--- src/sv/srs_pkg.sv ---
// shared types and constants for the sensor reading statistics block
// no dependencies; used by srs_ctrl, srs_datapath and sensor_reading_statistics

package srs_pkg;

    // batch size default
    localparam int MAX_READINGS_DEF = 128;

    // field widths
    localparam int READ_W  = 16;
    localparam int LIMIT_W = 15;
    localparam int MEAN_W  = 15;
    localparam int CNT_OUT_W = 8;
    localparam int IDX_OUT_W = 7;
    localparam int CFG_IDX_W = 2;
    localparam int OUT_W   = 104;

    // divider steps, one quotient bit each
    localparam int DIV_STEPS = MEAN_W;
    localparam int STEP_W    = $clog2(DIV_STEPS);

    // configuration register indexes
    localparam logic [CFG_IDX_W-1:0] CFG_NORMAL   = 2'd0;
    localparam logic [CFG_IDX_W-1:0] CFG_WARNING  = 2'd1;
    localparam logic [CFG_IDX_W-1:0] CFG_CRITICAL = 2'd2;
    localparam logic [CFG_IDX_W-1:0] CFG_ALERT    = 2'd3;

    // configuration reset values
    localparam logic [LIMIT_W-1:0] NORMAL_RST   = 15'd480;
    localparam logic [LIMIT_W-1:0] WARNING_RST  = 15'd640;
    localparam logic [LIMIT_W-1:0] CRITICAL_RST = 15'd960;
    localparam logic [LIMIT_W-1:0] ALERT_RST    = 15'd720;

    // level bins
    localparam int NUM_BINS = 4;
    localparam logic [1:0] BIN_NORMAL   = 2'd0;
    localparam logic [1:0] BIN_WARNING  = 2'd1;
    localparam logic [1:0] BIN_CRITICAL = 2'd2;
    localparam logic [1:0] BIN_SHUTDOWN = 2'd3;

    // commands from controller to datapath
    typedef struct packed {
        logic take;      // reading transaction accepted
        logic load;      // accepted reading closes the batch
        logic div_step;  // one divider iteration
    } srs_cmd_t;

endpackage

--- src/sv/srs_ctrl.sv ---
// controller state machine for the sensor reading statistics block
// depends on srs_pkg; drives srs_datapath through srs_cmd_t

module srs_ctrl
(
    input  logic             clk,
    input  logic             rst_n,
    input  logic             s_tvalid,
    input  logic             s_tlast,
    output logic             s_tready,
    output logic             m_tvalid,
    input  logic             m_tready,
    output srs_pkg::srs_cmd_t cmd
);

    localparam logic [1:0] ST_ACCUM  = 2'd0;
    localparam logic [1:0] ST_DIVIDE = 2'd1;
    localparam logic [1:0] ST_SEND   = 2'd2;

    localparam logic [srs_pkg::STEP_W-1:0] LAST_STEP =
        srs_pkg::STEP_W'(srs_pkg::DIV_STEPS - 1);

    logic [1:0]                 state_reg;
    logic [1:0]                 state_next;
    logic [srs_pkg::STEP_W-1:0] step_reg;
    logic [srs_pkg::STEP_W-1:0] step_next;

    // handshake outputs and commands
    assign s_tready     = (state_reg == ST_ACCUM);
    assign m_tvalid     = (state_reg == ST_SEND);
    assign cmd.take     = s_tvalid && s_tready;
    assign cmd.load     = cmd.take && s_tlast;
    assign cmd.div_step = (state_reg == ST_DIVIDE);

    // next state
    always_comb
    begin
        state_next = state_reg;
        step_next  = step_reg;
        unique case (state_reg)
            ST_ACCUM:
            begin
                step_next = '0;
                if (cmd.load)
                begin
                    state_next = ST_DIVIDE;
                end
            end
            ST_DIVIDE:
            begin
                step_next = step_reg + 1'b1;
                if (step_reg == LAST_STEP)
                begin
                    state_next = ST_SEND;
                end
            end
            ST_SEND:
            begin
                if (m_tready)
                begin
                    state_next = ST_ACCUM;
                end
            end
            default:
            begin
                state_next = ST_ACCUM;
            end
        endcase
    end

    // state registers
    always_ff @(posedge clk or negedge rst_n)
    begin
        if (!rst_n)
        begin
            state_reg <= ST_ACCUM;
            step_reg  <= '0;
        end
        else
        begin
            state_reg <= state_next;
            step_reg  <= step_next;
        end
    end

    // input and output sides never open together
    a_sides_exclusive: assert property (@(posedge clk) disable iff (!rst_n)
        !(s_tready && m_tvalid))
        else $error("input and output both open");

    // closing a batch starts the divider
    a_load_divides: assert property (@(posedge clk) disable iff (!rst_n)
        cmd.load |=> (state_reg == ST_DIVIDE) && (step_reg == '0))
        else $error("batch close did not start divide");

    // the last divider step hands over to presenting the result
    a_divide_length: assert property (@(posedge clk) disable iff (!rst_n)
        (state_reg == ST_DIVIDE) && (step_reg == LAST_STEP) |=> m_tvalid)
        else $error("divide did not end in result");

endmodule

--- src/sv/srs_datapath.sv ---
// accumulators, configuration registers, result registers and divider
// depends on srs_pkg; commanded by srs_ctrl

module srs_datapath
#(
    parameter int MAX_READINGS = srs_pkg::MAX_READINGS_DEF
)
(
    input  logic                                 clk,
    input  logic                                 rst_n,
    input  srs_pkg::srs_cmd_t                    cmd,
    input  logic signed [srs_pkg::READ_W-1:0]    reading,
    input  logic                                 cfg_write,
    input  logic [srs_pkg::CFG_IDX_W-1:0]        cfg_index,
    input  logic [srs_pkg::LIMIT_W-1:0]          cfg_data,
    output logic [srs_pkg::OUT_W-1:0]            result
);

    localparam int CNT_W = $clog2(MAX_READINGS + 1);
    localparam int SUM_W = srs_pkg::MEAN_W + CNT_W;
    localparam int BIN_N = srs_pkg::NUM_BINS;
    localparam logic [CNT_W-1:0] CNT_MAX = CNT_W'(MAX_READINGS);

    // configuration registers
    logic [srs_pkg::LIMIT_W-1:0] normal_reg;
    logic [srs_pkg::LIMIT_W-1:0] warning_reg;
    logic [srs_pkg::LIMIT_W-1:0] critical_reg;
    logic [srs_pkg::LIMIT_W-1:0] alert_reg;

    // accumulators
    logic [CNT_W-1:0]                    item_reg, item_next;
    logic [CNT_W-1:0]                    good_reg, good_next;
    logic [CNT_W-1:0]                    bad_reg, bad_next;
    logic [SUM_W-1:0]                    sum_reg, sum_next;
    logic signed [srs_pkg::READ_W-1:0]   min_reg, min_next;
    logic signed [srs_pkg::READ_W-1:0]   max_reg, max_next;
    logic [CNT_W-1:0]                    bin_reg [BIN_N];
    logic [CNT_W-1:0]                    bin_next [BIN_N];
    logic [srs_pkg::IDX_OUT_W-1:0]       aidx_reg, aidx_next;
    logic                                aseen_reg, aseen_next;
    logic                                ovf_reg, ovf_next;

    // batch results
    logic [CNT_W-1:0]                    res_good_reg;
    logic [CNT_W-1:0]                    res_bad_reg;
    logic signed [srs_pkg::READ_W-1:0]   res_min_reg;
    logic signed [srs_pkg::READ_W-1:0]   res_max_reg;
    logic [CNT_W-1:0]                    res_bin_reg [BIN_N];
    logic [srs_pkg::IDX_OUT_W-1:0]       res_aidx_reg;
    logic                                res_aseen_reg;
    logic                                res_ovf_reg;

    // divider: partial remainder and dividend/quotient shift register
    logic [CNT_W-1:0]                    rem_reg;
    logic [srs_pkg::MEAN_W-1:0]          quot_reg;
    logic [CNT_W:0]                      trial;
    logic                                q_bit;
    logic [srs_pkg::MEAN_W-1:0]          mean;

    // reading classification
    logic                                in_room;
    logic                                is_good;
    logic                                hit_alert;
    logic [1:0]                          bin_sel;

    assign in_room   = (item_reg < CNT_MAX);
    assign is_good   = !reading[srs_pkg::READ_W-1] && (reading != '0);
    assign hit_alert = !reading[srs_pkg::READ_W-1] &&
                       (reading[srs_pkg::LIMIT_W-1:0] >= alert_reg);

    // level bin, first limit not exceeded wins
    always_comb
    begin
        priority if (reading[srs_pkg::LIMIT_W-1:0] <= normal_reg)
            bin_sel = srs_pkg::BIN_NORMAL;
        else if (reading[srs_pkg::LIMIT_W-1:0] <= warning_reg)
            bin_sel = srs_pkg::BIN_WARNING;
        else if (reading[srs_pkg::LIMIT_W-1:0] <= critical_reg)
            bin_sel = srs_pkg::BIN_CRITICAL;
        else
            bin_sel = srs_pkg::BIN_SHUTDOWN;
    end

    // accumulator update for one reading
    always_comb
    begin
        item_next  = item_reg;
        good_next  = good_reg;
        bad_next   = bad_reg;
        sum_next   = sum_reg;
        min_next   = min_reg;
        max_next   = max_reg;
        bin_next   = bin_reg;
        aidx_next  = aidx_reg;
        aseen_next = aseen_reg;
        ovf_next   = ovf_reg;
        if (cmd.take)
        begin
            if (!in_room)
            begin
                ovf_next = 1'b1;
            end
            else
            begin
                if (!aseen_reg && hit_alert)
                begin
                    aseen_next = 1'b1;
                    aidx_next  = srs_pkg::IDX_OUT_W'(item_reg);
                end
                item_next = item_reg + 1'b1;
                if (!is_good)
                begin
                    bad_next = bad_reg + 1'b1;
                end
                else
                begin
                    if ((good_reg == '0) || (reading < min_reg))
                        min_next = reading;
                    if ((good_reg == '0) || (reading > max_reg))
                        max_next = reading;
                    good_next = good_reg + 1'b1;
                    sum_next  = sum_reg + SUM_W'(reading[srs_pkg::LIMIT_W-1:0]);
                    bin_next[bin_sel] = bin_reg[bin_sel] + 1'b1;
                end
            end
        end
    end

    // accumulators, cleared when a batch closes
    always_ff @(posedge clk or negedge rst_n)
    begin
        if (!rst_n)
        begin
            item_reg  <= '0;
            good_reg  <= '0;
            bad_reg   <= '0;
            sum_reg   <= '0;
            min_reg   <= '0;
            max_reg   <= '0;
            aidx_reg  <= '0;
            aseen_reg <= 1'b0;
            ovf_reg   <= 1'b0;
            for (int i = 0; i < BIN_N; i++)
            begin
                bin_reg[i] <= '0;
            end
        end
        else if (cmd.load)
        begin
            item_reg  <= '0;
            good_reg  <= '0;
            bad_reg   <= '0;
            sum_reg   <= '0;
            min_reg   <= '0;
            max_reg   <= '0;
            aidx_reg  <= '0;
            aseen_reg <= 1'b0;
            ovf_reg   <= 1'b0;
            for (int i = 0; i < BIN_N; i++)
            begin
                bin_reg[i] <= '0;
            end
        end
        else
        begin
            item_reg  <= item_next;
            good_reg  <= good_next;
            bad_reg   <= bad_next;
            sum_reg   <= sum_next;
            min_reg   <= min_next;
            max_reg   <= max_next;
            aidx_reg  <= aidx_next;
            aseen_reg <= aseen_next;
            ovf_reg   <= ovf_next;
            bin_reg   <= bin_next;
        end
    end

    // configuration registers
    always_ff @(posedge clk or negedge rst_n)
    begin
        if (!rst_n)
        begin
            normal_reg   <= srs_pkg::NORMAL_RST;
            warning_reg  <= srs_pkg::WARNING_RST;
            critical_reg <= srs_pkg::CRITICAL_RST;
            alert_reg    <= srs_pkg::ALERT_RST;
        end
        else if (cfg_write)
        begin
            unique case (cfg_index)
                srs_pkg::CFG_NORMAL:   normal_reg   <= cfg_data;
                srs_pkg::CFG_WARNING:  warning_reg  <= cfg_data;
                srs_pkg::CFG_CRITICAL: critical_reg <= cfg_data;
                srs_pkg::CFG_ALERT:    alert_reg    <= cfg_data;
                default:               normal_reg   <= normal_reg;
            endcase
        end
    end

    // one restoring divide step
    assign trial = {rem_reg, quot_reg[srs_pkg::MEAN_W-1]};
    assign q_bit = (trial >= {1'b0, res_good_reg});

    // result capture and divider
    always_ff @(posedge clk or negedge rst_n)
    begin
        if (!rst_n)
        begin
            res_good_reg  <= '0;
            res_bad_reg   <= '0;
            res_min_reg   <= '0;
            res_max_reg   <= '0;
            res_aidx_reg  <= '0;
            res_aseen_reg <= 1'b0;
            res_ovf_reg   <= 1'b0;
            rem_reg       <= '0;
            quot_reg      <= '0;
            for (int i = 0; i < BIN_N; i++)
            begin
                res_bin_reg[i] <= '0;
            end
        end
        else if (cmd.load)
        begin
            res_good_reg  <= good_next;
            res_bad_reg   <= bad_next;
            res_min_reg   <= min_next;
            res_max_reg   <= max_next;
            res_bin_reg   <= bin_next;
            res_aidx_reg  <= aidx_next;
            res_aseen_reg <= aseen_next;
            res_ovf_reg   <= ovf_next;
            rem_reg       <= sum_next[SUM_W-1:srs_pkg::MEAN_W];
            quot_reg      <= sum_next[srs_pkg::MEAN_W-1:0];
        end
        else if (cmd.div_step)
        begin
            rem_reg  <= q_bit ? CNT_W'(trial - {1'b0, res_good_reg}) : trial[CNT_W-1:0];
            quot_reg <= {quot_reg[srs_pkg::MEAN_W-2:0], q_bit};
        end
    end

    // no valid readings gives a zero mean
    assign mean = (res_good_reg == '0) ? '0 : quot_reg;

    // packed result, first field highest
    assign result = {res_ovf_reg,
                     srs_pkg::CNT_OUT_W'(res_bin_reg[srs_pkg::BIN_SHUTDOWN]),
                     srs_pkg::CNT_OUT_W'(res_bin_reg[srs_pkg::BIN_CRITICAL]),
                     srs_pkg::CNT_OUT_W'(res_bin_reg[srs_pkg::BIN_WARNING]),
                     srs_pkg::CNT_OUT_W'(res_bin_reg[srs_pkg::BIN_NORMAL]),
                     res_aidx_reg,
                     res_aseen_reg,
                     mean,
                     res_max_reg,
                     res_min_reg,
                     srs_pkg::CNT_OUT_W'(res_bad_reg),
                     srs_pkg::CNT_OUT_W'(res_good_reg)};

    // every counted reading is either good or bad
    a_count_split: assert property (@(posedge clk) disable iff (!rst_n)
        (CNT_W + 1)'(good_reg) + (CNT_W + 1)'(bad_reg) == (CNT_W + 1)'(item_reg))
        else $error("good and bad counts do not add up");

    // closing a batch leaves the accumulators clear
    a_clear_on_load: assert property (@(posedge clk) disable iff (!rst_n)
        cmd.load |=> (item_reg == '0) && (sum_reg == '0) && !ovf_reg && !aseen_reg)
        else $error("accumulators not cleared after batch");

endmodule

--- src/sv/sensor_reading_statistics.sv ---
// top level of the sensor reading statistics block
// depends on srs_pkg, srs_ctrl and srs_datapath
//
// channel   direction  handshake            payload
// s_        in         s_tvalid / s_tready  s_tdata reading, s_tlast end of batch
// m_        out        m_tvalid / m_tready  m_tdata batch statistics
// cfg_      in         cfg_valid/cfg_ready  cfg_index register, cfg_data value
//
// one reading per cycle while a batch is open; the last reading starts a
// restoring divider that yields one mean bit per step, then the result
// is held on m_ until taken.
// no reading transaction is taken while the divider runs or the result waits.
// reset loads the default limits and clears all counters; config is always ready.

module sensor_reading_statistics
#(
    parameter int MAX_READINGS = srs_pkg::MAX_READINGS_DEF
)
(
    input  logic                                clk,
    input  logic                                rst_n,
    input  logic                                s_tvalid,
    output logic                                s_tready,
    input  logic [srs_pkg::READ_W-1:0]          s_tdata,   // [15:0] reading
    input  logic                                s_tlast,
    output logic                                m_tvalid,
    input  logic                                m_tready,
    // [7:0] valid_total, [15:8] error_total, [31:16] min_reading,
    // [47:32] max_reading, [62:48] mean_reading, [63] alert_found,
    // [70:64] alert_index, [78:71] normal_total, [86:79] warning_total,
    // [94:87] critical_total, [102:95] shutdown_total, [103] overflowed
    output logic [srs_pkg::OUT_W-1:0]           m_tdata,
    input  logic                                cfg_valid,
    output logic                                cfg_ready,
    input  logic [srs_pkg::CFG_IDX_W-1:0]       cfg_index,
    input  logic [srs_pkg::LIMIT_W-1:0]         cfg_data
);

    srs_pkg::srs_cmd_t cmd;

    // configuration writes complete at once
    assign cfg_ready = 1'b1;

    // controller
    srs_ctrl u_ctrl
    (
        .clk      (clk),
        .rst_n    (rst_n),
        .s_tvalid (s_tvalid),
        .s_tlast  (s_tlast),
        .s_tready (s_tready),
        .m_tvalid (m_tvalid),
        .m_tready (m_tready),
        .cmd      (cmd)
    );

    // datapath
    srs_datapath #(
        .MAX_READINGS (MAX_READINGS)
    ) u_datapath
    (
        .clk       (clk),
        .rst_n     (rst_n),
        .cmd       (cmd),
        .reading   (s_tdata),
        .cfg_write (cfg_valid && cfg_ready),
        .cfg_index (cfg_index),
        .cfg_data  (cfg_data),
        .result    (m_tdata)
    );

endmodule

--- config.mk ---
export PLATFORM = sky130hd
export DESIGN_NAME = sensor_reading_statistics
export DESIGN_NICKNAME = d
export VERILOG_FILES = /design/src/sv/srs_pkg.sv /design/src/sv/srs_ctrl.sv /design/src/sv/srs_datapath.sv /design/src/sv/sensor_reading_statistics.sv
export SDC_FILE = /design/constraint.sdc
export NUM_CORES = 1
export LEC_CHECK = 0
export ABC_AREA = 1
export CORE_MARGIN = 3
export CORE_UTILIZATION = 50
export CTS_CLUSTER_SIZE = 20
export DETAILED_ROUTE_END_ITERATION = 7
export DONT_BUFFER_PORTS = 1
export SLEW_MARGIN = 10
export SYNTH_ARGS = -nofsm -noshare
export SYNTH_HDL_FRONTEND = slang
export SYNTH_SLANG_ARGS = --single-unit
export TNS_END_PERCENT = 30
--- constraint.sdc ---
create_clock -name clk -period 6.35 [get_ports clk]
set_input_delay 1.27 -clock clk [delete_from_list [all_inputs] [get_ports clk]]
set_output_delay 1.27 -clock clk [all_outputs]
set_load 0.03 [all_outputs]
==> summary.md, run 1 <==
| Metric | Value |
|---|---|
| Run status | `completed` |
| IO Pins | `146` |
| Area delta synth->final | `9.41%` |
| Die area | `between 30000 and 40000 um^2` |
| Peak supply drop | `around 0.00024 V` |
| Syn nets | `~2200` |
| Top FF cell, synth | `dfrtp_1` |
| Sequential Power Share | `between 40% and 50%` |
| Post-DP Area | `16500 um^2` |
| Routability congestion estimate | `slightly below 0.9` |
| WP data required | `6.68 ns` |
| Dpl hpwl | `27700 um` |
| Worst EP arrival | `just over 4 ns` |
| CP endpoint kind | `flop` |
| # fillers | `~3000` |
| Antenna diodes | `0` |
| Worst flop-to-flop path endpoint | `u_datapath.res_min_reg[9]` |
| Final instance area | `roughly 18000 um^2` |
| Nets | `between 2000 and 2500` |
| TritonRoute pass-1 iters | `5` |
| End of the critical path | `u_datapath.res_min_reg[9]` |
| # hold bufs at CTS | `0` |
| Die Span X | `186 um` |
| Post-synthesis async set-or-reset flop share | `100%` |
| Via count of the first global-routing pass | `approximately 12000` |
| Tcrit/Tclk final | `about three fifths` |
| Mapped Cells | `2008` |
| Core area | `31800 um^2` |
| Top cells by area, synth | `dfrtp_1 44%, nand2_1 12%, ha_1 9.3%, inv_1 6.4%, o21ai_0 5.8%` |
| CTS Buffer Depth | `3` |
| Post-CTS Setup Bufs | `0` |
| Worst skew pair latency | `roughly 0.51 ns` |
| Worst slew pin tran | `1.08 ns` |
| Vias per inst | `5.17` |
| Yosys top cell by area | `dfrtp_1` |
| CP startpoint kind | `flop` |
| Sequential Area | `about 7500 um^2` |
| PwrDens | `between 400 and 500 nW/um^2` |
| Seq/Total Area, Yosys | `between 40% and 50%` |
| Pins Over Slew Limit | `0` |
| RR Startpoint | `u_ctrl.state_reg[1]` |
| Clk_skew | `0.0207 ns` |
| Area of the multi-input gates | `about 7400 um^2` |
| Synth Register Bits | `slightly below 300` |
| Grt ovf | `0` |
| Row cnt | `65` |
| Port bufs | `0` |
| Cts bufs inserted | `34` |
| Clock slew seen by the registers of the worst setup and hold paths | `about 0.060 ns` |
| Final min period | `roughly 3.7 ns` |
| DRC Markers | `0` |
| Hold Path Class | `in2async` |
| Mapped Avg Cell Area | `about 8.1 um^2` |
| Post-cts resize count | `0` |
| Rel. slew slack | `28.0%` |
| Setup CP Type | `reg2reg` |
| Total negative slack | `0 ns` |
| FF-to-FF path depth | `9` |
| Sw Ratio | `41.7%` |
| Synth top area share | `between 40 and 50%` |
| Unique cell type count in the Yosys netlist | `55` |
| P_sw | `about 3500 uW` |
| Pint | `~4900 uW` |
| First-pass GRT wire length | `~65000 um` |
| Die height | `approximately 190 um` |
| Met1 usage | `32.4%` |
| Clock power share | `about a quarter` |
| Layout cells sized above 1 | `6.94%` |
| Root buf cell | `clkbuf_16` |
| Fmax | `between 200 and 300 MHz` |
| Clock sink count | `slightly below 300` |
| Power share of the combinational group | `33.8%` |
| Synth warn | `0` |
| Largest net degree at the start of global routing | `between 200 and 300` |
| RSZ-0062 raised after global routing | `false` |
| Met3 Track Usage GR | `4.16%` |
| Pre-CTS setup slack | `2.20 ns` |
| Initial Util | `51.0%` |
| Final WL | `roughly 40000 um` |
| Setup slack after layout | `between 2 and 3 ns` |
| Tot GR Track Use | `between 20% and 30%` |
| Busiest grt layer | `met2` |
| Hold Violations, Final | `0` |
| Clock H-tree levels | `2` |
| Number of flops mapped to enable cells by yosys | `0` |
| CTS tree | `built` |
| Most frequent cells in the layout | `510 x nand2_1, 284 x dfrtp_1, 277 x inv_1` |
| Vias | `approximately 13000` |
| Static Leakage | `just over 0.009 uW` |
| Mapped Area | `about 16000 um^2` |
| Max cap viols | `0` |
| Critical Path Source | `u_ctrl.state_reg[1]` |
| Most common cell after layout, fill and taps aside | `nand2_1` |
| DRC violation total after the first TritonRoute iteration | `around 740` |
| Final ANT Viol Nets | `0` |
| Crit path max fanout | `a little under 60` |
| R2R setup slack | `roughly 2.6 ns` |
| Met2 Usage GRT | `~38%` |
| Wire per inst | `16.2 um` |
| Initial antenna violation count | `0` |
| Final setup fails | `0` |
final cells by class:
type,count,share of cell area (%)
sequential,298,42.1
multi-input combinational,1355,41.8
inverter,285,6.05
clock buffer,48,5.84
tap,435,3.07
clock inverter,14,1.01
timing repair buffer,4,0.169
synthesized netlist by cell type, types with 4 or more instances:
| cell type | n |
|---|---|
| a211oi_1 | 4 |
| a21boi_0 | 4 |
| a21o_1 | 4 |
| a21oi_1 | 66 |
| and2_1 | 7 |
| buf_2 | 5 |
| clkbuf_1 | 60 |
| dfrtp_1 | 284 |
| dfstp_2 | 14 |
| ha_1 | 121 |
| inv_1 | 278 |
| inv_2 | 6 |
| nand2_1 | 511 |
| nand2_2 | 10 |
| nand3_1 | 101 |
| nand3_2 | 8 |
| nand3b_1 | 6 |
| nand4_1 | 20 |
| nor2_1 | 155 |
| nor2_2 | 10 |
| nor2_4 | 6 |
| nor3_1 | 21 |
| nor4_1 | 4 |
| o211ai_1 | 4 |
| o21a_1 | 4 |
| o21ai_0 | 189 |
| o21ai_1 | 9 |
| o21ai_2 | 5 |
| o221ai_1 | 15 |
| or2_2 | 9 |
| xnor2_1 | 12 |
| xor2_1 | 23 |
logic make-up after synthesis:
| kind of cell | count (synthesis) | synth area share [%] |
|---|---|---|
| AOI/OAI and AO/OA | 318 | 10.8 |
| xor gates and xnor gates | 36 | 1.99 |
| adders and majority gates | 123 | 9.58 |
| and+or+nand+nor | 874 | 23.0 |
| other | 1 | 0.0231 |
| DFF | 298 | 46.1 |
| buffers and inverters | 355 | 8.38 |
| muxes | 3 | 0.185 |
critical path, stage by stage (launching register included):
cell and delay, ns:
dfrtp_1 0.44, nor2_2 0.40, nand2_2 0.24, nor2_4 0.23
inv_2 0.12, nor2_4 0.13, buf_4 0.54, nand2_1 0.72
o21ai_0 0.54, o21ai_0 0.15
per-layer routing:
| layer | wire, um | share of wire, % |
|---|---|---|
| met1 | 18800 | 48 |
| met2 | 18100 | 46 |
| met3 | 1790 | 4.5 |
| met4 | 799 | 2.0 |
| met5 | 0 | 0 |
stage by stage:
stage	util (%)	hold slack, ns	total power, uW	cells
after floorplan	-	0.445	5570	2008
after global placement	52.0	0.463	6200	2377
after detailed placement	52.0	0.469	6260	2377
after CTS	55.8	0.450	8410	2439
after global routing	55.8	0.441	9020	2439
final	55.8	0.463	8330	2439
power by group through the flow:
stage                     sequential [uW]  clock [uW]  combinational [uW]
after global routing                 3500        2230                3290
after CTS                            3430        2150                2830
after floorplan                      3280           0                2290
final                                3420        2100                2810
after global placement               3450           0                2750
after detailed placement             3450           0                2810
worst min path at each step:
| stage | start | end | slack, ns | cells past startpoint |
|---|---|---|---|---|
| detailed placement | u_ctrl.step_reg[3] | u_ctrl.step_reg[3] | 0.47 | 1 |
| floorplan | u_ctrl.step_reg[3] | u_ctrl.step_reg[3] | 0.44 | 1 |
| finish | rst_n | u_datapath.res_bad_reg[4] | 0.46 | 0 |
| CTS | rst_n | u_datapath.res_bad_reg[4] | 0.45 | 0 |
| global route | rst_n | u_datapath.res_bad_reg[4] | 0.44 | 0 |
| global placement | u_ctrl.step_reg[3] | u_ctrl.step_reg[3] | 0.46 | 1 |
No activity file was read; power rests on OpenSTA's default activity.
==> run 2, diff against run 1 <==
==> constraint.sdc (replaced) <==
create_clock -name clk -period 3.8 [get_ports clk]
set_input_delay 0.76 -clock clk [delete_from_list [all_inputs] [get_ports clk]]
set_output_delay 0.76 -clock clk [all_outputs]
set_load 0.03 [all_outputs]
==> run 2 against run 1 <==
Net effect: clock power grew 50%; worst setup slack lost 2.1 ns; utilization grew 0.063 points; via count grew 1.2%; die area is the same.
==> summary.md, run 2 (synthesis gave the netlist of run 1 again) <==
| Metric | Value |
|---|---|
| Hold slack final | `0.108 ns (was 0.463 ns)` |
| Final setup fails | `0 (unchanged)` |
| TritonRoute pass-1 iters | `5 (unchanged)` |
| CTS Buffer Depth | `3 (unchanged)` |
| Hold Violations, Final | `0 (unchanged)` |
| Grt ovf | `0 (unchanged)` |
| CP startpoint kind | `flop (unchanged)` |
| Vias | `12700 (was 12600)` |
| Worst EP arrival | `3.64 ns (was 4.03 ns)` |
| IO Pins | `146 (unchanged)` |
| Fin util | `55.9% (was 55.8%)` |
| CP top delay family | `simple AND/OR/NAND/NOR gates (unchanged)` |
| Run status | `completed (unchanged)` |
| PwrDens | `770 nW/um^2 (was 469 nW/um^2)` |
| Layout cells sized above 1 | `7.05% (was 6.94%)` |
| Tot GR Track Use | `23.5% (was 23.1%)` |
| Largest stage delay, worst path | `0.53 ns (was 0.72 ns)` |
| RR Startpoint | `u_datapath.normal_reg[6] (was u_ctrl.state_reg[1])` |
| Rel. slew slack | `25.1% (was 28.0%)` |
| Root buf cell | `clkbuf_16 (unchanged)` |
| Setup CP Type | `reg2reg (unchanged)` |
| Die area | `34700 um^2 (unchanged)` |
| First-pass GRT wire length | `65500 um (was 64800 um)` |
| Port bufs | `0 (unchanged)` |
| Crit path max fanout | `13 (was 59)` |
| Initial antenna violation count | `0 (unchanged)` |
| Worst path bufs/invs | `3 (was 2)` |
| Static Leakage | `0.00918 uW (about the same)` |
| Worst skew pair latency | `0.51 ns (about the same)` |
| Clock H-tree levels | `2 (unchanged)` |
| Row cnt | `65 (unchanged)` |
| CP endpoint kind | `flop (unchanged)` |
| Final WL | `40100 um (was 39500 um)` |
| WP data required | `4.19 ns (was 6.68 ns)` |
| Initial Util | `51.0% (unchanged)` |
| DRC violation total after the first TritonRoute iteration | `743 (was 741)` |
| Most common cell after layout, fill and taps aside | `nand2_1 (unchanged)` |
| Vias per inst | `5.21 (was 5.17)` |
| Critical Path Source | `u_datapath.normal_reg[6] (was u_ctrl.state_reg[1])` |
| Die Span X | `186 um (unchanged)` |
| Slowest cell on crit path | `dfstp_2 (was nand2_1)` |
| Clock sink count | `298 (unchanged)` |
| Via count of the first global-routing pass | `12400 (was 12500)` |
| Routability congestion estimate | `0.856 (was 0.879)` |
| Nets | `2152 (was 2140)` |
| Setup slack after layout | `0.542 ns (was 2.65 ns)` |
| Fmax | `307 MHz (was 270 MHz)` |
| Cell repeated most along the worst path | `nand2_1` |
| Clock slew seen by the registers of the worst setup and hold paths | `0.06 ns (about the same)` |
| Area of the multi-input gates | `7410 um^2 (was 7420 um^2)` |
| # fillers | `2998 (was 3022)` |
| RSZ-0062 raised after global routing | `false (unchanged)` |
| CTS tree | `built (unchanged)` |
| Crit-path cells | `inv_1 > ha_1 > nand2_1 > nor2_1 > nand2_1 > nand2_1 > nand2_1 > nand2_2 > nand2_4 > nor2_4 > inv_1 > nor2_2 > nand2_1 > nand2_1 > nor2_4 > ha_1 > inv_1 > nor2_1 > nand3_1 > nand2_1 > nand2_1 > nand2_1 > nand2_1 > nor2_1 (was nor2_2 > nand2_2 > nor2_4 > inv_2 > nor2_4 > buf_4 > nand2_1 > o21ai_0 > o21ai_0)` |
| Antenna diodes | `0 (unchanged)` |
| Worst slew pin tran | `1.12 ns (was 1.08 ns)` |
| Hold Path Class | `in2async (unchanged)` |
| Peak supply drop | `0.000364 V (was 0.000239 V)` |
| Sequential Area | `7470 um^2 (unchanged)` |
| Fin cells | `2448 (was 2439)` |
| Core area | `31800 um^2 (unchanged)` |
| Dpl hpwl | `28200 um (was 27700 um)` |
| Area delta synth->final | `9.54% (was 9.41%)` |
| Largest net degree at the start of global routing | `299 (unchanged)` |
| Die height | `186 um (unchanged)` |
| Cts bufs inserted | `34 (unchanged)` |
| Wire per inst | `16.4 um (was 16.2 um)` |
| Clk_skew | `0.00817 ns (was 0.0207 ns)` |
| Tcrit/Tclk final | `85.7% (was 58.3%)` |
| Most frequent cells in the layout | `510 x nand2_1, 284 x dfrtp_1, 277 x inv_1 (unchanged)` |
| Pins Over Slew Limit | `0 (unchanged)` |
| Max cap viols | `0 (unchanged)` |
| Total negative slack | `0 ns (unchanged)` |
| Final ANT Viol Nets | `0 (unchanged)` |
| Final min period | `3.26 ns (was 3.70 ns)` |
| DRC Markers | `0 (unchanged)` |
| DP Cell Count | `2386 (was 2377)` |
| Pre-CTS setup slack | `0.356 ns (was 2.20 ns)` |
run 2: metal layers:
| layer | part of all wire, % | track usage (%) | up-vias | routed length (um) |
|---|---|---|---|---|
| met5 | 0 | 0 | - | 0 |
| met4 | 2.2 | 6.20 | 0 | 899 |
| met3 | 5.0 | 4.36 | 61 | 2000 |
| met2 | 46 | 37.2 | 254 | 18400 |
| met1 | 47 | 33.6 | 6030 | 18900 |
| li1 | - | - | 6402 | - |
run 2: repair_timing:
action / in CTS / in global routing
resized for setup: 0 / 0
endpoints found under the hold margin: 284 / 107
buffers inserted: 0 / 0
run 2: worst paths after layout:
kind / to / slack, ns / depth (start not counted)
min in group clk: u_ctrl.state_reg[1] / 0.37 / 1
hold reg to reg: u_ctrl.step_reg[3] / 0.48 / 1
setup / recovery: u_datapath.bin_reg[14] / 0.54 / 24
max in group asynchronous: u_datapath.warning_reg[8] / 3.17 / 1
setup reg to reg: u_datapath.bin_reg[14] / 0.54 / 24
hold / removal: u_datapath.normal_reg[5] / 0.11 / 0
run 2: power breakdown:
| part | leakage [uW] | switching, uW | internal, uW |
|---|---|---|---|
| registers | 0.00382 | 1450 | 4280 |
| clock network | 0.000517 | 1290 | 1850 |
| logic | 0.00484 | 3110 | 1710 |
| total | 0.00918 | 5850 | 7840 |
run 2: cell type report:
| type | count | share of cell area, % |
|---|---|---|
| flip-flops and latches | 298 | 42.0 |
| well taps | 435 | 3.06 |
| clock buffers | 51 | 5.73 |
| clock inverters | 8 | 0.289 |
| multi-input cells | 1355 | 41.7 |
| repair buffers | 16 | 1.15 |
| inverters | 285 | 6.05 |
run 2: worst reg2reg max path: stages, from the launching register on:
cell     delay, ns
dfstp_2       0.53
inv_1         0.06
ha_1          0.29
nand2_1       0.07
nor2_1        0.20
nand2_1       0.08
nand2_1       0.06
nand2_1       0.06
nand2_2       0.07
nand2_4       0.11
nor2_4        0.32
inv_1         0.09
nor2_2        0.14
nand2_1       0.08
nand2_1       0.11
nor2_4        0.05
ha_1          0.19
inv_1         0.07
nor2_1        0.04
nand3_1       0.07
nand2_1       0.05
nand2_1       0.17
nand2_1       0.11
nand2_1       0.08
nor2_1        0.04
run 2: metrics by stage:
stage,instance area [um^2],power [uW]
2_1_floorplan,16200,9320
3_3_place_gp,16600,10400
3_5_place_dp,16600,10500
4_1_cts,17700,13800
5_1_grt,17800,14900
6_report,17800,13700
==> run 3, diff against run 2 <==
--- a/config.mk
+++ b/config.mk
@@ -6,11 +6,13 @@
 export NUM_CORES = 1
 export LEC_CHECK = 0
 export ABC_AREA = 1
+export CORE_ASPECT_RATIO = 0.8
 export CORE_MARGIN = 3
 export CORE_UTILIZATION = 50
 export CTS_CLUSTER_SIZE = 20
 export DETAILED_ROUTE_END_ITERATION = 7
 export DONT_BUFFER_PORTS = 1
+export PLACE_DENSITY_LB_ADDON = 0.25
 export SLEW_MARGIN = 10
 export SYNTH_ARGS = -nofsm -noshare
 export SYNTH_HDL_FRONTEND = slang
==> run 3 against run 2 <==
Net effect: the run now ends with negative hold slack left; utilization is 0.34 points lower; register-to-register slack hardly changed; clock skew is 0.0023 ns higher; clock power is 4% lower; final cell count is 0.82% lower; sequential share of layout area is 0.38 points higher; non-clock buffer count is 1 lower; routed wire length is 2.6% higher; worst hold slack worse by 0.22 ns; largest power group unchanged; highest routed layer unchanged; largest cell class unchanged.
==> summary.md, run 3 (synthesis gave the netlist of run 1 again) <==
| Metric | Value |
|---|---|
| Wire per inst | `17.0 um (was 16.4 um)` |
| Final setup fails | `0 (unchanged)` |
| DRC Markers | `0 (unchanged)` |
| Crit path max fanout | `11 (was 13)` |
| Clk_skew | `0.0105 ns (was 0.00817 ns)` |
| Die area | `34700 um^2 (about the same)` |
| Peak supply drop | `0.000426 V (was 0.000364 V)` |
| Initial antenna violation count | `0 (unchanged)` |
| Post-CTS Setup Bufs | `0 (unchanged)` |
| Antenna diodes | `0 (unchanged)` |
| Clock slew seen by the registers of the worst setup and hold paths | `0.06 ns (about the same)` |
| Fin util | `55.6% (was 55.9%)` |
| CTS Buffer Depth | `3 (unchanged)` |
| Worst slew pin tran | `1.11 ns (was 1.12 ns)` |
| Die height | `167 um (was 186 um)` |
| Vias per inst | `5.38 (was 5.21)` |
| Core area | `31700 um^2 (was 31800 um^2)` |
| TritonRoute pass-1 iters | `5 (unchanged)` |
| Fmax | `306 MHz (was 307 MHz)` |
| Area delta synth->final | `8.57% (was 9.54%)` |
| Die Span X | `207 um (was 186 um)` |
| Total Power | `13600 uW (was 13700 uW)` |
| Hold Path Class | `in2async (unchanged)` |
| Post-DP Area | `16600 um^2 (about the same)` |
| CP endpoint kind | `flop (unchanged)` |
| Dpl hpwl | `28800 um (was 28200 um)` |
| Rel. slew slack | `25.8% (was 25.1%)` |
| Setup CP Type | `reg2reg (unchanged)` |
| Via count of the first global-routing pass | `12700 (was 12400)` |
| Final instance area | `17600 um^2 (was 17800 um^2)` |
| First-pass GRT wire length | `67800 um (was 65500 um)` |
| Nets | `2148 (was 2152)` |
| Failing checks | `negative hold slack` |
| Area of the multi-input gates | `7410 um^2 (unchanged)` |
| Run status | `finished with violations (was completed)` |
| Initial Util | `51.2% (was 51.0%)` |
| Most common cell after layout, fill and taps aside | `nand2_1 (unchanged)` |
| Most frequent cells in the layout | `510 x nand2_1, 284 x dfrtp_1, 277 x inv_1 (unchanged)` |
| CTS tree | `built (unchanged)` |
| Clock H-tree levels | `1 (was 2)` |
| Routability congestion estimate | `0.867 (was 0.856)` |
| Clock sink count | `298 (unchanged)` |
| Cts bufs inserted | `31 (was 34)` |
| DRC violation total after the first TritonRoute iteration | `1015 (was 743)` |
| Final min period | `3.27 ns (was 3.26 ns)` |
| Layout cells sized above 1 | `7.02% (was 7.05%)` |
| Worst EP arrival | `3.70 ns (was 3.64 ns)` |
| CP startpoint kind | `flop (unchanged)` |
| Root buf cell | `clkbuf_16 (unchanged)` |
| Worst skew pair latency | `0.58 ns (was 0.51 ns)` |
| Max cap viols | `0 (unchanged)` |
| Port bufs | `0 (unchanged)` |
| WP data required | `4.23 ns (was 4.19 ns)` |
| PwrDens | `769 nW/um^2 (was 770 nW/um^2)` |
| Static Leakage | `0.00913 uW (was 0.00918 uW)` |
| Total negative slack | `0 ns (unchanged)` |
| Tot GR Track Use | `23.8% (was 23.5%)` |
| Sequential Area | `7470 um^2 (unchanged)` |
| Largest net degree at the start of global routing | `299 (unchanged)` |
| IO Pins | `146 (unchanged)` |
| Tcrit/Tclk final | `86.1% (was 85.7%)` |
| Final WL | `41200 um (was 40100 um)` |
| Hold slack final | `-0.114 ns (was 0.108 ns)` |
| Grt ovf | `0 (unchanged)` |
| RSZ-0062 raised after global routing | `false (unchanged)` |
| Final ANT Viol Nets | `0 (unchanged)` |
| # fillers | `2907 (was 2998)` |
| Pins Over Slew Limit | `0 (unchanged)` |
| Hold Violations, Final | `129 (was 0)` |
| Row cnt | `58 (was 65)` |
| Vias | `13100 (was 12700)` |
-- run 3: changes by cell type in the layout (fill, tap and decap cells not counted), moves of 2 or more --
| cell | change |
|---|---|
| clkinv_2 | +2 |
| buf_16 | -3 |
| clkbuf_1 | -4 |
| clkbuf_8 | +5 |
| clkbuf_16 | -6 |
| clkinvlp_4 | -2 |
| buf_4 | +2 |
-- run 3: through the flow --
step           cells  worst slack, ns
5_1_grt         2428            0.245
2_1_floorplan   2008            0.871
4_1_cts         2428            0.523
6_report        2428            0.530
3_3_place_gp    2373            0.481
3_5_place_dp    2373            0.321
-- run 3: worst paths after layout --
kind	from	end	slack (ns)	cells after the start
worst min register to register	u_ctrl.step_reg[3]	u_ctrl.step_reg[3]	0.48	1
worst max register to register	u_ctrl.state_reg[1]	u_datapath.result[71]	0.53	10
min in group clk	m_tready	u_ctrl.state_reg[1]	0.28	1
worst min-delay path	rst_n	u_datapath.res_min_reg[6]	-0.11	0
max in group asynchronous	rst_n	u_datapath.min_reg[13]	3.28	0
worst max-delay path	u_ctrl.state_reg[1]	u_datapath.result[71]	0.53	10
-- run 3: per-layer routing --
metal | up-vias | global-route usage, % | share of wire, %
li1 | 6406 | - | -
met1 | 6216 | 35.1 | 48
met2 | 378 | 35.9 | 43
met3 | 71 | 5.13 | 6.8
met4 | 0 | 5.81 | 2.6
met5 | - | 0 | 0
-- run 3: critical path, cell delays in order, from the launching register on --
cell	delay, ns
dfrtp_1	0.44
nor2_2	0.38
nand2_2	0.20
nor2_4	0.23
inv_2	0.12
nor2_4	0.26
inv_2	0.19
nor2_1	0.42
inv_1	0.30
o21ai_0	0.44
o21ai_0	0.13
-- run 3: power breakdown --
group          switching, uW  internal [uW]
Combinational           3100           1710
Clock                   1280           1730
Sequential              1460           4270
-- run 3: final cells by class --
cell class,count,share of cell area (%)
timing repair buffer,15,0.781
inverter,285,6.10
sequential,298,42.4
multi-input combinational,1355,42.0
tap,420,2.98
clock inverter,9,0.433
clock buffer,46,5.23
-- run 3: what timing repair did --
item                                   CTS  global route
setup endpoints to repair                0             0
endpoints found under the hold margin  284           284
gates resized for setup                  0             0
